`config.mk`:
```
export PLATFORM = sky130hd
export DESIGN_NAME = brps_queue
export DESIGN_NICKNAME = d
export VERILOG_FILES = /design/src/rtl/bilinear_remap_pixel_sampler_top_macros.svh /design/src/rtl/brps_pkg.sv /design/src/rtl/brps_queue.sv
export SDC_FILE = /design/constraint.sdc
export NUM_CORES = 1
export LEC_CHECK = 0
export BUFFER_PORTS_ARGS = -buffer_cell sky130_fd_sc_hd__buf_2
export CORE_UTILIZATION = 50
export CTS_CLUSTER_SIZE = 28
export DETAILED_ROUTE_END_ITERATION = 6
export GPL_ROUTABILITY_DRIVEN = 0
export PLACE_DENSITY = 0.83
export SYNTH_ARGS = -nofsm -noshare
export SYNTH_HDL_FRONTEND = slang
export SYNTH_SLANG_ARGS = --single-unit
```
`constraint.sdc`:
```
create_clock -name aclk -period 19.8 [get_ports aclk]
set_input_delay 2.97 -clock aclk [delete_from_list [all_inputs] [get_ports aclk]]
set_output_delay 2.97 -clock aclk [all_outputs]
set_load 0.1 [all_outputs]
```
`src/rtl/bilinear_remap_pixel_sampler_top_macros.svh`:
```
// Assertion macros shared by the bilinear remap sampler RTL.
// Included by the modules that carry concurrent assertions; needs aclk and aresetn in scope.
`ifndef BILINEAR_REMAP_PIXEL_SAMPLER_TOP_MACROS_SVH
`define BILINEAR_REMAP_PIXEL_SAMPLER_TOP_MACROS_SVH

// Same-cycle implication, sampled on aclk and off while aresetn is low.
`define BRPS_ASSERT_SAME(label, cond, rule, msg) \
    label: assert property (@(posedge aclk) disable iff (!aresetn) \
        (cond) |-> (rule)) else $error(msg);

// Next-cycle implication, sampled on aclk and off while aresetn is low.
`define BRPS_ASSERT_NEXT(label, cond, rule, msg) \
    label: assert property (@(posedge aclk) disable iff (!aresetn) \
        (cond) |=> (rule)) else $error(msg);

`endif

```
`src/rtl/brps_pkg.sv`:
```
// Package of the bilinear remap sampler: item types, codes, constants, blend functions.
// Used by every RTL module of the block but brps_ram; depends on nothing.
`default_nettype none

package brps_pkg;

    // Defaults for the top-level parameters.
    localparam int SOURCE_PIXELS_DEF = 65536;
    localparam int MAX_WIDTH_DEF     = 4096;
    localparam int QUEUE_DEPTH_DEF   = 2;

    // The pixel index is 16 bits wide, so the store never holds more than this.
    localparam int STORE_MAX = 65536;

    localparam int INDEX_W    = 16;
    localparam int WIDTH_W    = 13;
    localparam int CFG_DATA_W = 13;
    localparam int PIX_W      = 32;
    localparam int FRAC_W     = 16;
    localparam int HSUM_W     = 24;
    localparam int NUM_PLANES = 4;
    localparam int NUM_TAPS   = 4;

    // Operation codes of an input item.
    localparam logic OP_WRITE  = 1'b0;
    localparam logic OP_RENDER = 1'b1;

    // Configuration register indexes.
    localparam logic REG_ROW_STRIDE  = 1'b0;
    localparam logic REG_OUTPUT_MODE = 1'b1;

    typedef enum logic [1:0] {
        MODE_LUMA = 2'd0,
        MODE_YUV  = 2'd1,
        MODE_YUVA = 2'd2,
        MODE_YUYV = 2'd3
    } mode_t;

    localparam logic [WIDTH_W-1:0] WIDTH_RESET = 13'd256;
    localparam mode_t              MODE_RESET  = MODE_YUV;

    // Pixel of an entry that maps outside the mesh, packed Y, U, V, A from the low byte.
    localparam logic [PIX_W-1:0] BLACK_PIXEL = {8'd0, 8'd128, 8'd128, 8'd0};

    // Rounding constant of the vertical blend (one half at bit 32).
    localparam logic signed [41:0] ROUND_HALF = 42'sh0080000000;

    typedef enum logic [1:0] {
        CMD_WRITE  = 2'd0,
        CMD_SAMPLE = 2'd1,
        CMD_BLACK  = 2'd2
    } cmd_kind_t;

    typedef struct packed {
        logic               operation;
        logic [15:0]        pixel_index;
        logic [7:0]         write_luma;
        logic [7:0]         write_cb;
        logic [7:0]         write_cr;
        logic [7:0]         write_alpha;
        logic               entry_valid;
        logic               has_right;
        logic               has_down;
        logic [15:0]        frac_x;
        logic [15:0]        frac_y;
        logic               row_tail;
    } in_item_t;

    typedef struct packed {
        logic [7:0] out_luma;
        logic [7:0] out_cb;
        logic [7:0] out_cr;
        logic [7:0] out_alpha;
        logic [7:0] out_luma_second;
        logic       single_pixel;
    } out_item_t;

    // Configuration seen by the back end.
    typedef struct packed {
        mode_t output_mode;
        logic  mode_wr;
    } cfg_t;

    // One classified command in the queue between front and back end.
    typedef struct packed {
        cmd_kind_t                            kind;
        logic [NUM_TAPS-1:0][INDEX_W-1:0]     addr;
        logic [NUM_TAPS-1:0]                  zero;
        logic [PIX_W-1:0]                     pixel;
        logic [FRAC_W-1:0]                    frac_x;
        logic [FRAC_W-1:0]                    frac_y;
        logic                                 row_tail;
    } cmd_t;

    // Horizontal blend a*(65536-f) + b*f, written as a*65536 + (b-a)*f.
    function automatic logic [HSUM_W-1:0] lerp_h(input logic [7:0] a, input logic [7:0] b,
                                                 input logic [FRAC_W-1:0] f);
        logic signed [8:0]  d;
        logic signed [25:0] s;
        d = $signed({1'b0, b}) - $signed({1'b0, a});
        s = $signed({2'b00, a, 16'h0000}) + d * $signed({1'b0, f});
        return s[HSUM_W-1:0];
    endfunction

    // Vertical blend of two row sums with rounding, the byte above the 32-bit fraction.
    function automatic logic [7:0] lerp_v(input logic [HSUM_W-1:0] t,
                                          input logic [HSUM_W-1:0] b,
                                          input logic [FRAC_W-1:0] f);
        logic signed [24:0] d;
        logic signed [41:0] acc;
        d   = $signed({1'b0, b}) - $signed({1'b0, t});
        acc = $signed({2'b00, t, 16'h0000}) + d * $signed({1'b0, f}) + ROUND_HALF;
        return acc[39:32];
    endfunction

endpackage

`default_nettype wire

```
`src/rtl/brps_queue.sv`:
```
// Short command queue between the front end and the back end.
// Depends on brps_pkg for the command type.
`default_nettype none

module brps_queue import brps_pkg::*; #(
    parameter int DEPTH = QUEUE_DEPTH_DEF
) (
    input  wire logic aclk,
    input  wire logic aresetn,
    input  wire logic push,
    input  wire cmd_t push_data,
    output logic      full,
    input  wire logic pop,
    output cmd_t      head,
    output logic      empty
);

    localparam int PtrW = (DEPTH > 1) ? $clog2(DEPTH) : 1;
    localparam int CntW = $clog2(DEPTH + 1);
    localparam logic [PtrW-1:0] PtrLast = PtrW'(DEPTH - 1);

    cmd_t            slot_reg [DEPTH];
    logic [PtrW-1:0] wr_ptr_reg;
    logic [PtrW-1:0] rd_ptr_reg;
    logic [CntW-1:0] count_reg;

    assign full  = (count_reg == CntW'(DEPTH));
    assign empty = (count_reg == '0);
    assign head  = slot_reg[rd_ptr_reg];

    // Slot storage.
    always_ff @(posedge aclk) begin
        if (push) begin
            slot_reg[wr_ptr_reg] <= push_data;
        end
    end

    // Pointers and fill count.
    always_ff @(posedge aclk) begin
        if (!aresetn) begin
            wr_ptr_reg <= '0;
            rd_ptr_reg <= '0;
            count_reg  <= '0;
        end else begin
            if (push) begin
                wr_ptr_reg <= (wr_ptr_reg == PtrLast) ? '0 : wr_ptr_reg + 1'b1;
            end
            if (pop) begin
                rd_ptr_reg <= (rd_ptr_reg == PtrLast) ? '0 : rd_ptr_reg + 1'b1;
            end
            unique case ({push, pop})
                2'b10:   count_reg <= count_reg + 1'b1;
                2'b01:   count_reg <= count_reg - 1'b1;
                default: count_reg <= count_reg;
            endcase
        end
    end

endmodule

`default_nettype wire

```
Word-level counts from Yosys, hierarchy flattened. Memories as Yosys holds them, arrays and structs flattened. A register that Yosys moved wholly into a read port is not among the register bits. Index checks and enable logic that the tools add are counted.

Memories: 1. Logic and storage cells: 20. Bits in read-only memories: 0. Bits in latches: 0. Output and inout bits: 137. RAM bits: 270. Flip-flop bits (word level): 4.

Memory list: slot_reg (depth 2, width 135, rd ports 1, clocked after memory_dff 1, write ports 1, line brps_queue.sv:22) `cmd_t slot_reg [DEPTH];`.

Reductions and logical operators: 2. Shifts and indexed selects: 0. Equal/unequal tests: 3. Multiplexer cells: 7. Bitwise operators: 0. $mul: 0. Magnitude comparators: 0. Divide/modulo/power cells: 0. Add/subtract/negate cells: 4.

Operator list (number): 1-bit 2-to-1 mux (6); 2-bit equality test (second input constant) (2); 2-bit case mux with 2 select lines (1); 1-bit adder (second input constant) (2); 2-bit by 1-bit adder with 2-bit output (second input constant) (1); 2-bit by 1-bit equality test with 1-bit output (second input constant) (1); 2-bit logical NOT (1); 2-bit nonzero test (1); 2-bit by 1-bit subtractor with 2-bit output (second input constant) (1).

Depth between registers and ports, before layout.
Depth in word-level cells: 4. Depth in mapped cells: 5. Depth with buffers taken out: 5.

Worst setup path before layout. Ideal clock, no wire load.

Path kind: input to register. From: input push. To: memory slot_reg[0][0] in the netlist's numbering, enable pin. Stages on the path: 2. Path slack: 10.451 ns. Library setup time: 0.636 ns. Arrival: 8.712 ns. Cells stage by stage: inv_1 -> nor2_1.

Longest elaborated chain between the ends: 2.

RTL lines: from (decl) (line brps_queue.sv:10) `input wire logic push,`; 1-bit 2-to-1 mux (line brps_queue.sv:33) `if (push) begin`; 1-bit 2-to-1 mux (implied by the code) (line brps_queue.sv:34) `slot_reg[wr_ptr_reg] <= push_data;`; to (decl) (line brps_queue.sv:22).

No other way between the ends.

==> impl_results.md <==
* Crit Path Max Fanout at 76
* Max cap viols at 0
* CTS H-Tree Depth at 1
* Yosys warnings at 0
* Placed Instances at 971
* Commonest cells after routing, fill and taps aside: buf_2, edfxtp_1, mux2_2
* Final Slew Violations at 0
* Iteration-0 DRC count of the detailed router at between 200 and 250
* First-pass GRT wire length at 27.95 mm
* Area of the multi-input gates at 1831 sq um
* Critical Path AT at about 3.3 ns
* Cell area after synthesis at 10140 sq um
* Final non-filler cell area at 12670 sq um
* Critical setup path kind: flop to output port
* Setup TNS at 0 ns
* Postcts setup bufs at 0
* Mean Syn Cell Area at 22.95 sq um
* Crit path setup slack, layout at roughly 14 ns
* Die extent in x at 144.4 um
* Final Util at 64.47%
* Core box area at 19650 sq um
* Chip height at around 140 um
* Net Count, Synth at between 500 and 600
* Pre-CTS WS at 14.08 ns
* Bufs on Longest Clock Path at 3
* RR Startpoint: wr_ptr_reg$_SDFFE_PN0P_
* Leak Pwr at slightly below 5 nW
* # nets final at 875
* Area of the die at 20860 sq um
* Slowest stage delay, CP at 1.03 ns
* Crit start category: flop
* Mapped Cells at 442
* Clock Sinks at 275
* Boundary Pins at 276
* Cell row count at 51
* Share of the synthesized area in the top cell type at 79.92%
* Outcome: finished, final reports clean
* Worst vdd ir at about 0.000085 V
* CTS tree: done
* Initial antenna violation count at 2
* Finished Layout Cells at 1021
* Drt pass-1 iters at 4
* CP required at 16.83 ns
* Dominant cells by area after synthesis: edfxtp_1, mux2_2, mux2_4
* Largest net degree at the start of global routing at 79
* Worst clock skew at just over 0.008 ns
* Clock-pin slew of the registers on the worst-case setup and hold paths at 0.06 ns
* Placed cell areas at 11780 sq um
* Post-CTS Resized at 0
* Clk_lat worst skew at 0.51 ns
* Share of cells above drive strength 1 at roughly three fifths
* Number of flip-flops under the largest register name at 270
* Pwr dens at 119.7 nW/um^2
* Port buffer count at between 200 and 300
* Routed wire length at 19.51 mm
* Sequential area share after synthesis at 80.91%
* Worst min-delay path category: flop to flop
* RSZ-0062 raised after global routing: no
* Yosys reg bits at between 200 and 300
* Commonest non-fill, non-tap cell in the layout: buf_2
* Post-layout minimum cycle time at about 6.3 ns
* Hold Startpoint: count_reg[1]$_SDFFE_PN0P_
* Post-synth EDFFs at 270
* Fin crit share at 31.58%
* Crit-path cells: buf_4 > mux2_2 > buf_2
* Overall Global Routing Usage at around 18%
* DR vias at 5146
* Unique masters post-synth at 18
* Hold-fix buffers at CTS at 0
* Number of global-route vias before repair at 5448
* Overflow after GRT at 0
* Crit-path slowest cell: dfxtp_4
* Final hold vios at 0
* Critical Path End Type: output port
* Seq. cell area at between 8000 and 9000 sq um
* Hpwl dp at 13.30 mm
* Area Overhead vs Synth at 24.90%
* Top_reg_cell synth: edfxtp_1
* DR WL/cell at 19.11 um
* Filler Cell Count at 1377
* Yosys top cell by area: edfxtp_1
* Final setup vio count at 0
* Final antenna-violating net count at 0
* Starting Density at 51.62%
* DRC errors left at 0
* Max Fclk at 159.9 MHz
* Total clock buffers created by CTS at 27
* Synth async-reset ratio at 0%
* CTS Root Cell: clkbuf_16
* R2r setup slk at approximately 17 ns
* Slew Limit Headroom at 27.77%
* Actual slew at the worst max-slew pin at 1.084 ns
* Via-to-Cell Ratio at 5.040
cells by family (layout without fill, tap and decap cells):
logic type      count (synthesis)  in the layout  synth area share, %
mux                           135            135                16.84
fa+ha+maj                       1              1               0.1233
flops                         275            275                80.91
other cells                     0              1                    0
xor+xnor                        3              3               0.2591
buf+inv                        16            329                1.147
compound gates                  3              3               0.1973
simple gates                    9              9               0.5304
final timing paths:
path / end / cells after the start
max: head[56] / 3
min: count_reg[1]$_SDFFE_PN0P_ / 2
max reg2reg: slot_reg[1][54]$_DFFE_PP_ / 2
min reg2reg: count_reg[1]$_SDFFE_PN0P_ / 2
synth_stat cells (2+ instances only):
cell,instances
and2_1,4
buf_2,9
buf_6,6
dfxtp_1,5
edfxtp_1,270
mux2_2,85
mux2_4,50
nor2_1,2
xnor2_1,2
metrics by stage:
stage               total power, mW  hold WS (ns)
detailed placement            1.029        0.5274
CTS                           1.533        0.5382
floorplan                    0.9792        0.4662
finish                        1.517        0.5388
global placement              1.021        0.4791
global route                  1.566        0.5712
metal layers:
layer	wire, um	vias up	GRT usage [%]
met5	13	-	0
li1	-	2343	-
met1	7170	2540	19.18
met3	1844	42	6.192
met2	10030	219	32.74
met4	451	2	5.873
area by class of cell:
cell class / count / share of cell area [%]
diodes: 1 / 0.01975
clock buffers: 35 / 5.806
clock inverters: 14 / 1.175
inverters: 1 / 0.02962
multi-input cells: 151 / 14.45
flip-flops and latches: 275 / 64.81
well taps: 265 / 2.617
repair buffers: 279 / 11.10
where the power goes:
part / switching (mW) / total [mW] / internal [mW]
Clock: 0.202 / 0.502 / 0.301
Combinational: 0.261 / 0.327 / 0.0663
Sequential: 0.0140 / 0.687 / 0.673
Total: 0.477 / 1.52 / 1.04
critical path: cells and delay by family (launching register included):
family | cells | cell delay [ns]
buffers and inverters | 2 | 1.33
flip-flops | 1 | 1.03
multiplexers | 1 | 0.31
No activity file was read; power rests on OpenSTA's default activity.
