`src/rtl/bilinear_remap_pixel_sampler_top_macros.svh`:
```
// Assertion macros shared by the bilinear remap sampler RTL.
// Included by the modules that carry concurrent assertions; needs aclk and aresetn in scope.
`ifndef BILINEAR_REMAP_PIXEL_SAMPLER_TOP_MACROS_SVH
`define BILINEAR_REMAP_PIXEL_SAMPLER_TOP_MACROS_SVH

// Same-cycle implication, sampled on aclk and off while aresetn is low.
`define BRPS_ASSERT_SAME(label, cond, rule, msg) \
    label: assert property (@(posedge aclk) disable iff (!aresetn) \
        (cond) |-> (rule)) else $error(msg);

// Next-cycle implication, sampled on aclk and off while aresetn is low.
`define BRPS_ASSERT_NEXT(label, cond, rule, msg) \
    label: assert property (@(posedge aclk) disable iff (!aresetn) \
        (cond) |=> (rule)) else $error(msg);

`endif

```
`src/rtl/brps_pkg.sv`:
```
// Package of the bilinear remap sampler: item types, codes, constants, blend functions.
// Used by every RTL module of the block but brps_ram; depends on nothing.
`default_nettype none

package brps_pkg;

    // Defaults for the top-level parameters.
    localparam int SOURCE_PIXELS_DEF = 65536;
    localparam int MAX_WIDTH_DEF     = 4096;
    localparam int QUEUE_DEPTH_DEF   = 2;

    // The pixel index is 16 bits wide, so the store never holds more than this.
    localparam int STORE_MAX = 65536;

    localparam int INDEX_W    = 16;
    localparam int WIDTH_W    = 13;
    localparam int CFG_DATA_W = 13;
    localparam int PIX_W      = 32;
    localparam int FRAC_W     = 16;
    localparam int HSUM_W     = 24;
    localparam int NUM_PLANES = 4;
    localparam int NUM_TAPS   = 4;

    // Operation codes of an input item.
    localparam logic OP_WRITE  = 1'b0;
    localparam logic OP_RENDER = 1'b1;

    // Configuration register indexes.
    localparam logic REG_ROW_STRIDE  = 1'b0;
    localparam logic REG_OUTPUT_MODE = 1'b1;

    typedef enum logic [1:0] {
        MODE_LUMA = 2'd0,
        MODE_YUV  = 2'd1,
        MODE_YUVA = 2'd2,
        MODE_YUYV = 2'd3
    } mode_t;

    localparam logic [WIDTH_W-1:0] WIDTH_RESET = 13'd256;
    localparam mode_t              MODE_RESET  = MODE_YUV;

    // Pixel of an entry that maps outside the mesh, packed Y, U, V, A from the low byte.
    localparam logic [PIX_W-1:0] BLACK_PIXEL = {8'd0, 8'd128, 8'd128, 8'd0};

    // Rounding constant of the vertical blend (one half at bit 32).
    localparam logic signed [41:0] ROUND_HALF = 42'sh0080000000;

    typedef enum logic [1:0] {
        CMD_WRITE  = 2'd0,
        CMD_SAMPLE = 2'd1,
        CMD_BLACK  = 2'd2
    } cmd_kind_t;

    typedef struct packed {
        logic               operation;
        logic [15:0]        pixel_index;
        logic [7:0]         write_luma;
        logic [7:0]         write_cb;
        logic [7:0]         write_cr;
        logic [7:0]         write_alpha;
        logic               entry_valid;
        logic               has_right;
        logic               has_down;
        logic [15:0]        frac_x;
        logic [15:0]        frac_y;
        logic               row_tail;
    } in_item_t;

    typedef struct packed {
        logic [7:0] out_luma;
        logic [7:0] out_cb;
        logic [7:0] out_cr;
        logic [7:0] out_alpha;
        logic [7:0] out_luma_second;
        logic       single_pixel;
    } out_item_t;

    // Configuration seen by the back end.
    typedef struct packed {
        mode_t output_mode;
        logic  mode_wr;
    } cfg_t;

    // One classified command in the queue between front and back end.
    typedef struct packed {
        cmd_kind_t                            kind;
        logic [NUM_TAPS-1:0][INDEX_W-1:0]     addr;
        logic [NUM_TAPS-1:0]                  zero;
        logic [PIX_W-1:0]                     pixel;
        logic [FRAC_W-1:0]                    frac_x;
        logic [FRAC_W-1:0]                    frac_y;
        logic                                 row_tail;
    } cmd_t;

    // Horizontal blend a*(65536-f) + b*f, written as a*65536 + (b-a)*f.
    function automatic logic [HSUM_W-1:0] lerp_h(input logic [7:0] a, input logic [7:0] b,
                                                 input logic [FRAC_W-1:0] f);
        logic signed [8:0]  d;
        logic signed [25:0] s;
        d = $signed({1'b0, b}) - $signed({1'b0, a});
        s = $signed({2'b00, a, 16'h0000}) + d * $signed({1'b0, f});
        return s[HSUM_W-1:0];
    endfunction

    // Vertical blend of two row sums with rounding, the byte above the 32-bit fraction.
    function automatic logic [7:0] lerp_v(input logic [HSUM_W-1:0] t,
                                          input logic [HSUM_W-1:0] b,
                                          input logic [FRAC_W-1:0] f);
        logic signed [24:0] d;
        logic signed [41:0] acc;
        d   = $signed({1'b0, b}) - $signed({1'b0, t});
        acc = $signed({2'b00, t, 16'h0000}) + d * $signed({1'b0, f}) + ROUND_HALF;
        return acc[39:32];
    endfunction

endpackage

`default_nettype wire

```
`src/rtl/brps_front.sv`:
```
// Front end: configuration registers, input acceptance, neighbor address forming.
// Depends on brps_pkg; feeds classified commands to brps_queue.
`default_nettype none

module brps_front import brps_pkg::*; #(
    parameter int SOURCE_PIXELS = SOURCE_PIXELS_DEF,
    parameter int MAX_WIDTH     = MAX_WIDTH_DEF
) (
    input  wire logic                  aclk,
    input  wire logic                  aresetn,
    input  wire logic                  cfg_we,
    input  wire logic                  cfg_index,
    input  wire logic [CFG_DATA_W-1:0] cfg_wdata,
    output cfg_t                       cfg,
    input  wire logic                  s_valid,
    output logic                       s_ready,
    input  wire in_item_t              s_data,
    input  wire logic                  q_full,
    output logic                       q_push,
    output cmd_t                       q_data
);

    localparam int Depth = (SOURCE_PIXELS < STORE_MAX) ? SOURCE_PIXELS : STORE_MAX;

    logic [WIDTH_W-1:0]              width_reg;
    mode_t                           mode_reg;
    logic [WIDTH_W-1:0]              stride;
    logic [WIDTH_W-1:0]              down;
    logic [NUM_TAPS-1:0][INDEX_W:0]  nb_addr;

    // Configuration registers.
    always_ff @(posedge aclk) begin
        if (!aresetn) begin
            width_reg <= WIDTH_RESET;
            mode_reg  <= MODE_RESET;
        end else if (cfg_we) begin
            unique case (cfg_index)
                REG_ROW_STRIDE:  width_reg <= cfg_wdata[WIDTH_W-1:0];
                REG_OUTPUT_MODE: mode_reg  <= mode_t'(cfg_wdata[1:0]);
            endcase
        end
    end

    assign cfg.output_mode = mode_reg;
    assign cfg.mode_wr     = cfg_we && (cfg_index == REG_OUTPUT_MODE);

    // Items enter the queue whenever it has room.
    assign s_ready = !q_full;
    assign q_push  = s_valid && s_ready;

    // Form the four neighbor addresses and flag the ones outside the store.
    always_comb begin
        stride = (32'(width_reg) > 32'(MAX_WIDTH)) ? WIDTH_W'(MAX_WIDTH) : width_reg;
        down   = s_data.has_down ? stride : '0;
        nb_addr[0] = {1'b0, s_data.pixel_index};
        nb_addr[1] = nb_addr[0] + 17'(s_data.has_right);
        nb_addr[2] = nb_addr[0] + {4'd0, down};
        nb_addr[3] = nb_addr[2] + 17'(s_data.has_right);
        for (int k = 0; k < NUM_TAPS; k++) begin
            q_data.addr[k] = nb_addr[k][INDEX_W-1:0];
            q_data.zero[k] = {15'd0, nb_addr[k]} >= 32'(Depth);
        end
        if (s_data.operation == OP_WRITE) begin
            q_data.kind = CMD_WRITE;
        end else if (s_data.entry_valid) begin
            q_data.kind = CMD_SAMPLE;
        end else begin
            q_data.kind = CMD_BLACK;
        end
        q_data.pixel    = {s_data.write_alpha, s_data.write_cr, s_data.write_cb,
                           s_data.write_luma};
        q_data.frac_x   = s_data.frac_x;
        q_data.frac_y   = s_data.frac_y;
        q_data.row_tail = s_data.row_tail;
    end

endmodule

`default_nettype wire

```
`config.mk`:
```
export PLATFORM = sky130hd
export DESIGN_NAME = brps_front
export DESIGN_NICKNAME = d
export VERILOG_FILES = /design/src/rtl/bilinear_remap_pixel_sampler_top_macros.svh /design/src/rtl/brps_pkg.sv /design/src/rtl/brps_front.sv
export SDC_FILE = /design/constraint.sdc
export NUM_CORES = 1
export LEC_CHECK = 0
export BUFFER_PORTS_ARGS = -buffer_cell sky130_fd_sc_hd__buf_2
export CORE_AREA = 2 2 96 98
export CTS_CLUSTER_SIZE = 8
export DETAILED_ROUTE_END_ITERATION = 8
export DIE_AREA = 0 0 98 100
export PLACE_DENSITY = 0.81
export SETUP_SLACK_MARGIN = 0.3
export SYNTH_ARGS = -nofsm -noshare
export SYNTH_HDL_FRONTEND = slang
export SYNTH_SLANG_ARGS = --single-unit
export TNS_END_PERCENT = 1
```
`constraint.sdc`:
```
create_clock -name aclk -period 7.6 [get_ports aclk]
set_clock_uncertainty 0.05 [all_clocks]
set_input_delay 1.14 -clock aclk [delete_from_list [all_inputs] [get_ports aclk]]
set_output_delay 1.14 -clock aclk [all_outputs]
set_load 0.1 [all_outputs]
```
# Word-level counts from Yosys, hierarchy flattened

Cells that the tools add are included.

Register bits after elaboration: 15
Latch bits: 0
RAM bits: 0
Bits in read-only memories: 0
Output and inout bits: 140
Memories: 0

$add $sub $neg: 3
Multipliers: 0
Divide/modulo/power cells: 0
Order comparisons: 4
Eq/ne operators: 0
Shift operators: 0
Multiplexer cells: 4
Bitwise gates (word level): 1
Reduce and logical (&&, ||, !) cells: 5

Operators with widths:

| kind                                                   | count |
|---|---|
| >= comparator 17 bit (second input constant)           | 3 |
| two-way mux 13 bit                                     | 2 |
| adder 16 x 1 -> 17 bit                                 | 1 |
| adder 16 x 13 -> 17 bit                                | 1 |
| adder 17 x 1 -> 17 bit                                 | 1 |
| greater-than comparator 13 bit (second input constant) | 1 |
| two-way mux 2 bit                                      | 2 |
| AND reduction 2 bit                                    | 2 |
| logical AND 1 bit                                      | 2 |
| zero test 1 bit                                        | 1 |
| inverter 1 bit                                         | 1 |

# Longest topological paths before layout

Gate-level depths: netlist of the first run.

Depth in word-level cells: 6
Mapped depth: 14
Mapped depth without buffers: 13

# Worst setup path before layout of the first run

Ideal clock, no wire load.

Path type: in2out
Start: in s_data[33] (netlist bit)
End: out q_data[68] (netlist bit)
Arrival time: 6.941 ns
Required time: 6.410 ns
Setup slack: -0.531 ns
Stages: 11
Path buffers: 0
Cells stage by stage: a21boi_1 > and2_1 > ha_1 > fa_1 > a21o_1 > a211o_1 > a21oi_2 > xnor2_1 > and4bb_4 > nand3_1 > o31ai_1

RTL lines:

| element            | line             | source |
|---|---|---|
| start: declaration | brps_front.sv:17 | `input wire in_item_t s_data,` |
| end: declaration   | brps_front.sv:20 | `output cmd_t q_data` |

==> out/qor.yml, run 1 <==
slew_headroom_pct: 50.5
gp_congestion: 0.801
p_leak_uw: 0.00141
yosysTopAreaCell: "buf_4"
startpoint_type: "input port"
setup_viol_count_final: 0
power_density_mw_per_mm2: 184
yosysWarnings: 0
sw_frac_of_total_pct: 65.3
rows: 35
period_needed_ps: 5500
cp.required_ps: 6410
nets: 513
place_area_mm2: 0.00285
fmax_mhz: 182
syn_nets: 487
synth_top_area_share_pct: 22.2
end_kind: "primary output"
gr-total-overflow: 0
ctsResizeCount: 0
postCtsSetupRepairBufs: 0
cts.path.max_buffers: 2
cts_max_level: 1
core_area_mm2: 0.00889
cts_buffers: 3
ys_ff_latch: 15
hpwl_mm: 5.95
synth.distinct_cells: 63
clk-insertion-delay-late_ps: 250
path_class: "input port to primary output"
clock_sinks: 15
grt_pass1_vias: 2298
clkPwrFrac_pct: 12.3
synth_area_mm2: 0.00281
antenna_found_initial: 0
first_iter_violations: 91
hold_viol_final: 0
io-pin-count: 244
rr_startpoint: "width_reg[12]$_SDFFE_PN0P_"
seqPwrFrac_pct: 16.0
path_clk_slew_ps: 60
avgSynthCellArea_um2: 7.69
dieHeight_um: 100
wl_per_cell_um: 13.6
nFillCells: 973
grt_usage_pct: 13.2
irDropWorstVdd_v: 0.000105
p_sw_uw: 348
critPathMaxFanout: 10
wirelength_mm: 6.80
intPower_uw: 185
async_flop_share_pct: 0
drive_above_1_share_pct: 35.1
drv_cap: 0
routed-via-count: 2488
cts_hold_buf: 0
grt_start_max_net_pins: 16
syn2layout_area_growth_pct: 3.12
setup_tns_ps: 0
hold_path.startpoint: "mode_reg[1]$_SDFFE_PN0P_"
cp.arrival_ps: 4310
syn-instance-count: 365
ys_seq_area_share_pct: 10.7
synth_edf_count: 0
grt_pass1_wl_mm: 11.0
via_per_inst: 4.97
drcViolationCount: 0
crit_start: "s_data[33]"
firstDrtPassIters: 4
comb_power_share_pct: 71.7
largest_reg_flops: 13
hp-class: "flip-flop to flip-flop"
status: "complete, no violations"
die_w_um: 98
synth_flop_cell: "dfxtp_1"
port_buffers: 112
drv_slew: 0
rsz0062_at_grt: "false"
fin_crit_sh_pct: 72.3
yosys-top-cells-area: "buf_4 (22%), dfxtp_1 (11%), ha_1 (7.6%)"
cts-root-buf: "clkbuf_8"
cts_tree: "built"
antenna_cells: 0
ant_nets: 0
start_util_pct: 31.6
stdcell_area_mm2: 0.00290
dieArea_mm2: 0.00980
max_slew.worst_pin.slew_ps: 741
==> per-layer routing <==
| metal | share of wire (%) | wire, um | track usage [%] |
|---|---|---|---|
| met1 | 44 | 2990 | 17.1 |
| met2 | 48 | 3290 | 23.1 |
| met3 | 5.5 | 371 | 1.46 |
| met4 | 2.1 | 146 | 4.06 |
| met5 | 0 | 0 | 0 |
==> final timing paths <==
| path | to | slack, ps | depth (start not counted) |
|---|---|---|---|
| min | mode_reg[1]$_SDFFE_PN0P_ | 420 | 2 |
| max reg2reg | width_reg[12]$_SDFFE_PN0P_ | 6870 | 2 |
| min reg2reg | mode_reg[1]$_SDFFE_PN0P_ | 420 | 2 |
| max | q_data[68] | 2100 | 13 |
==> power groups by stage <==
stage	combinational, uW	clock [uW]	sequential (uW)
3_3_place_gp	380	0	86.8
2_1_floorplan	489	0	90.5
6_report	382	65.3	85.5
3_5_place_dp	383	0	87.2
4_1_cts	384	65.9	85.5
5_1_grt	398	68.8	86.1
==> cell type report <==
| cell class | count | area [um2] | share of cell area [%] |
|---|---|---|---|
| well taps | 111 | 139 | 4.80 |
| clock buffers | 3 | 41.3 | 1.43 |
| repair buffers | 112 | 561 | 19.4 |
| multi-input cells | 247 | 1800 | 62.3 |
| inverters | 12 | 45.0 | 1.56 |
| flip-flops and latches | 15 | 300 | 10.4 |
| clock inverters | 1 | 5.00 | 0.173 |
==> synth_stat cells, types with 2 or more instances <==
| library cell | number |
|---|---|
| buf_4 | 83 |
| nand2_1 | 53 |
| xnor2_1 | 24 |
| and2_1 | 18 |
| ha_1 | 17 |
| dfxtp_1 | 15 |
| nand3_1 | 14 |
| a21boi_0 | 13 |
| inv_1 | 12 |
| nor2_1 | 10 |
| xor2_1 | 10 |
| a21oi_1 | 8 |
| and3_1 | 6 |
| a21o_1 | 5 |
| clkbuf_1 | 5 |
| nor2b_1 | 5 |
| nor3_1 | 5 |
| nand4_1 | 4 |
| a21oi_2 | 3 |
| nor4_1 | 3 |
| a311o_1 | 2 |
| and2b_1 | 2 |
| and3b_1 | 2 |
| and4_1 | 2 |
| and4bb_4 | 2 |
| buf_2 | 2 |
| nand4b_1 | 2 |
| o21ai_0 | 2 |
| o21ai_1 | 2 |
==> stage by stage <==
| step | util (%) | setup slack [ps] | total power (uW) | hold slack, ps | std cells |
|---|---|---|---|---|---|
| finish | 32.6 | 2100 | 533 | 421 | 501 |
| CTS | 32.6 | 2080 | 535 | 424 | 501 |
| global placement | 32.0 | 2190 | 467 | 404 | 497 |
| detailed placement | 32.0 | 2080 | 470 | 414 | 497 |
| floorplan | - | 94.8 | 579 | 402 | 365 |
| global route | 32.6 | 1810 | 553 | 460 | 501 |
==> cells by family (layout without fill, tap and decap cells) <==
family                   count (synthesis)  after routing  share of synthesized area (%)
AND/OR/NAND/NOR                        136            136                           26.1
flip-flops                              15             15                           10.7
adder cells (fa/ha/maj)                 18             18                           8.29
other                                    1              1                          0.134
buffers and inverters                  103            128                           25.2
XOR/XNOR                                37             37                           13.1
AO/OA/AOI/OAI                           55             55                           16.4
==> critical path, cell delays in order <==
cell,delay [ps]
buf_2,110
a21boi_1,190
and2_1,220
ha_1,220
fa_1,410
a21o_1,220
a21o_1,220
xnor2_1,160
nor3_1,280
and4_1,360
nand3_1,120
o31ai_2,200
buf_2,460
==> cell usage in the layout (no fill, tap or decap), drive strengths merged, types with 2 or more instances in the layout <==
master,n
and3,8
nor3,6
a21o,5
nor2b,5
o21ai,6
nor2,10
buf,112
and3b,2
and2b,2
xnor2,25
a21boi,14
o211ai,2
a22oi,2
xor2,12
nand4b,2
nand2,53
a311o,2
inv,12
and2,18
nor4,4
nand4,4
ha,17
nand3,15
a21oi,11
and4bb,2
dfxtp,15
and4,2
clkbuf,3
Note: power is estimated with default switching activity, not from simulation.
==> run 2: changes to the inputs <==
Settings changed: ABC_AREA from default to 1, CORE_AREA 2 2 96 98 to 2 2 94 96, DIE_AREA 0 0 98 100 to 0 0 96 98, PLACE_DENSITY 0.81 to 0.88.
Clock period 7.6 ns to 5.72 ns, I/O delays scaled along.
==> run 2 against run 1 <==
Net effect:
- synthesized cell count rose by 44%
- largest power group unchanged
- first-iteration DRC count is 47% higher
- area after synthesis grew 13%
- setup slack got worse by 1000 ps
- clock-buffer cell count rose by 1
- critical path type unchanged
- cell count is 32% higher
==> out/qor.yml, run 2 <==
p_total_uw: 782  # +47%
syn-instance-count: 527  # +44%
path_class: "input port to primary output"
hpwl_mm: 6.48  # +8.8%
cp.required_ps: 4810  # -1600 ps
setup_viol_count_final: 0  # unchanged
grt_start_max_net_pins: 24  # +8
ant_nets: 0  # unchanged
ys_ff_latch: 15  # unchanged
cts_tree: "built"
synth_edf_count: 0  # unchanged
grt_usage_pct: 16.2  # +3.0 points
placed_cells: 659  # +33%
setup_tns_ps: 0  # unchanged
rsz0062_at_grt: "false"
wirelength_mm: 7.50  # +10%
critPathMaxFanout: 12  # +2
max_stage_delay_ps: 540  # +80 ps
syn_nets: 649  # +33%
async_flop_share_pct: 0  # unchanged
cts_max_level: 1  # unchanged
slew_headroom_pct: 63.2  # +13 points
irDropWorstVdd_v: 0.000147  # +40%
grt_pass1_wl_mm: 12.5  # +14%
avgSynthCellArea_um2: 6.01  # -22%
drv_slew: 0  # unchanged
period_needed_ps: 4640
end_kind: "primary output"
gr-total-overflow: 0  # unchanged
path_clk_slew_ps: 60  # about the same
clock_sinks: 15  # unchanged
hold_viol_final: 0  # unchanged
clk-insertion-delay-late_ps: 250  # about the same
antenna_found_initial: 0  # unchanged
gp_congestion: 0.904  # +13%
yosysTopAreaCell: "buf_4"
yosysWarnings: 0  # unchanged
status: "complete, no violations"
startpoint_type: "input port"
die_w_um: 96  # -2.0%
yosys-top-cells-area: "buf_4 (19%), nand2_1 (14%), inv_1 (9.7%)"
fin_crit_sh_pct: 81.0
drv_cap: 0  # unchanged
cts-root-buf: "clkbuf_8"
synth_top_area_share_pct: 19.4  # -2.7 points
drive_above_1_share_pct: 30.3  # -4.9 points
dieArea_mm2: 0.00941  # -4.0%
synthTopCellsByCount: "nand2_1 (115), buf_4 (82), inv_1 (82), nand3_1 (37), nor2_1 (33)"
cts_buffers: 3  # unchanged
antenna_cells: 0  # unchanged
syn2layout_area_growth_pct: 3.24
fin_util_pct: 38.6  # +6.0 points
max_slew.worst_pin.slew_ps: 552  # -189 ps
layout_common_cells: "nand2_1 (115), buf_2 (112), inv_1 (82)"
ctsResizeCount: 0  # unchanged
ys_seq_area_share_pct: 9.49  # -1.2 points
nFillCells: 937  # -3.7%
synth.distinct_cells: 34  # -46%
firstDrtPassIters: 4  # unchanged
instances_no_fill: 663  # +32%
wl_per_cell_um: 11.3  # -17%
hp-class: "flip-flop to flip-flop"
cts.path.max_buffers: 2  # unchanged
start_util_pct: 37.4  # +5.8 points
core_area_mm2: 0.00847  # -4.8%
io-pin-count: 244  # unchanged
grt_pass1_vias: 2753  # +20%
slowest_stage: "fa_1"
synth_area_mm2: 0.00317  # +13%
via_per_inst: 4.54  # -8.5%
layout_commonest_cell: "nand2_1"
postCtsSetupRepairBufs: 0  # unchanged
power_density_mw_per_mm2: 239  # +30%
reg2reg_slack_ps: 4970  # -1900 ps
p_leak_uw: 0.00194  # +38%
cts_hold_buf: 0  # unchanged
drcViolationCount: 0  # unchanged
crit_chain: "buf_2 > inv_1 > nor3_1 > ha_1 > fa_1 > ha_1 > inv_1 > nor2_1 > nand2_2 > nor2_4 > nand2_4 > nor2_8 > nand2_4 > nor2_2 > nand3_1 > nand2_1 > buf_2"
dieHeight_um: 98  # -2.0%
nets: 678  # +32%
routed-via-count: 3012  # +21%
largest_reg_flops: 13  # unchanged
first_iter_violations: 134  # +47%
port_buffers: 112  # unchanged
rows: 34  # -2.9%
yosys.cell_count.top_type: "nand2_1"
cp.arrival_ps: 3730  # -580 ps
synth_flop_cell: "dfxtp_1"
fmax_mhz: 216
[run 2: kinds of logic (layout without fill, tap and decap cells)]
kind of cell	after synthesis	in the layout	synth area share, %
compound gates	35	35	5.85
buf+inv	180	208	31.3
simple gates	257	257	40.1
xor+xnor	21	21	5.81
flops	15	15	9.49
fa+ha+maj	18	18	7.35
other cells	1	1	0.118
[run 2: path summary, 6_finish.rpt]
path                                                 start                          to  cells after the start
worst max-delay path                            s_data[33]                  q_data[68]                     17
worst min-delay path              mode_reg[0]$_SDFFE_PN1P_    mode_reg[0]$_SDFFE_PN1P_                      2
worst max register to register  width_reg[12]$_SDFFE_PN0P_  width_reg[12]$_SDFFE_PN0P_                      2
worst min register to register    mode_reg[0]$_SDFFE_PN1P_    mode_reg[0]$_SDFFE_PN1P_                      2
[run 2: power breakdown]
group | switching [uW] | internal [uW]
sequential | 2.45 | 112
clock | 35.7 | 49.4
combinational | 488 | 95.3
[run 2: worst max-delay path, delay by kind of cell]
kind / cells / cell delay, ps
simple gates: 10 / 1080
buf+inv: 4 / 810
fa+ha+maj: 3 / 970
[run 2: cell type report]
class	instances	area [um2]	share of cell area, %
Timing Repair Buffer	112	561	17.2
Multi-Input combinational cell	332	1880	57.6
Tap cell	108	135	4.13
Sequential cell	15	300	9.19
Inverter	92	345	10.6
Clock buffer	4	45.0	1.38
[run 2: routing by layer]
metal / routed length (um) / share of wire (%) / vias to the layer above / global-route usage [%]
met5: 0 / 0 / - / 0
met4: 98 / 1.3 / 0 / 5.05
met3: 543 / 7.2 / 12 / 3.01
met2: 3410 / 45 / 113 / 26.5
met1: 3450 / 46 / 1288 / 21.2
li1: - / - / 1599 / -
[run 2: through the flow]
stage / setup WS [ps] / hold WS [ps] / cell area (um2)
2_1_floorplan: -98.4 / 399 / 3170
3_3_place_gp: 1170 / 408 / 3220
3_5_place_dp: 1060 / 415 / 3220
4_1_cts: 1070 / 428 / 3270
5_1_grt: 864 / 462 / 3270
6_report: 1080 / 427 / 3270
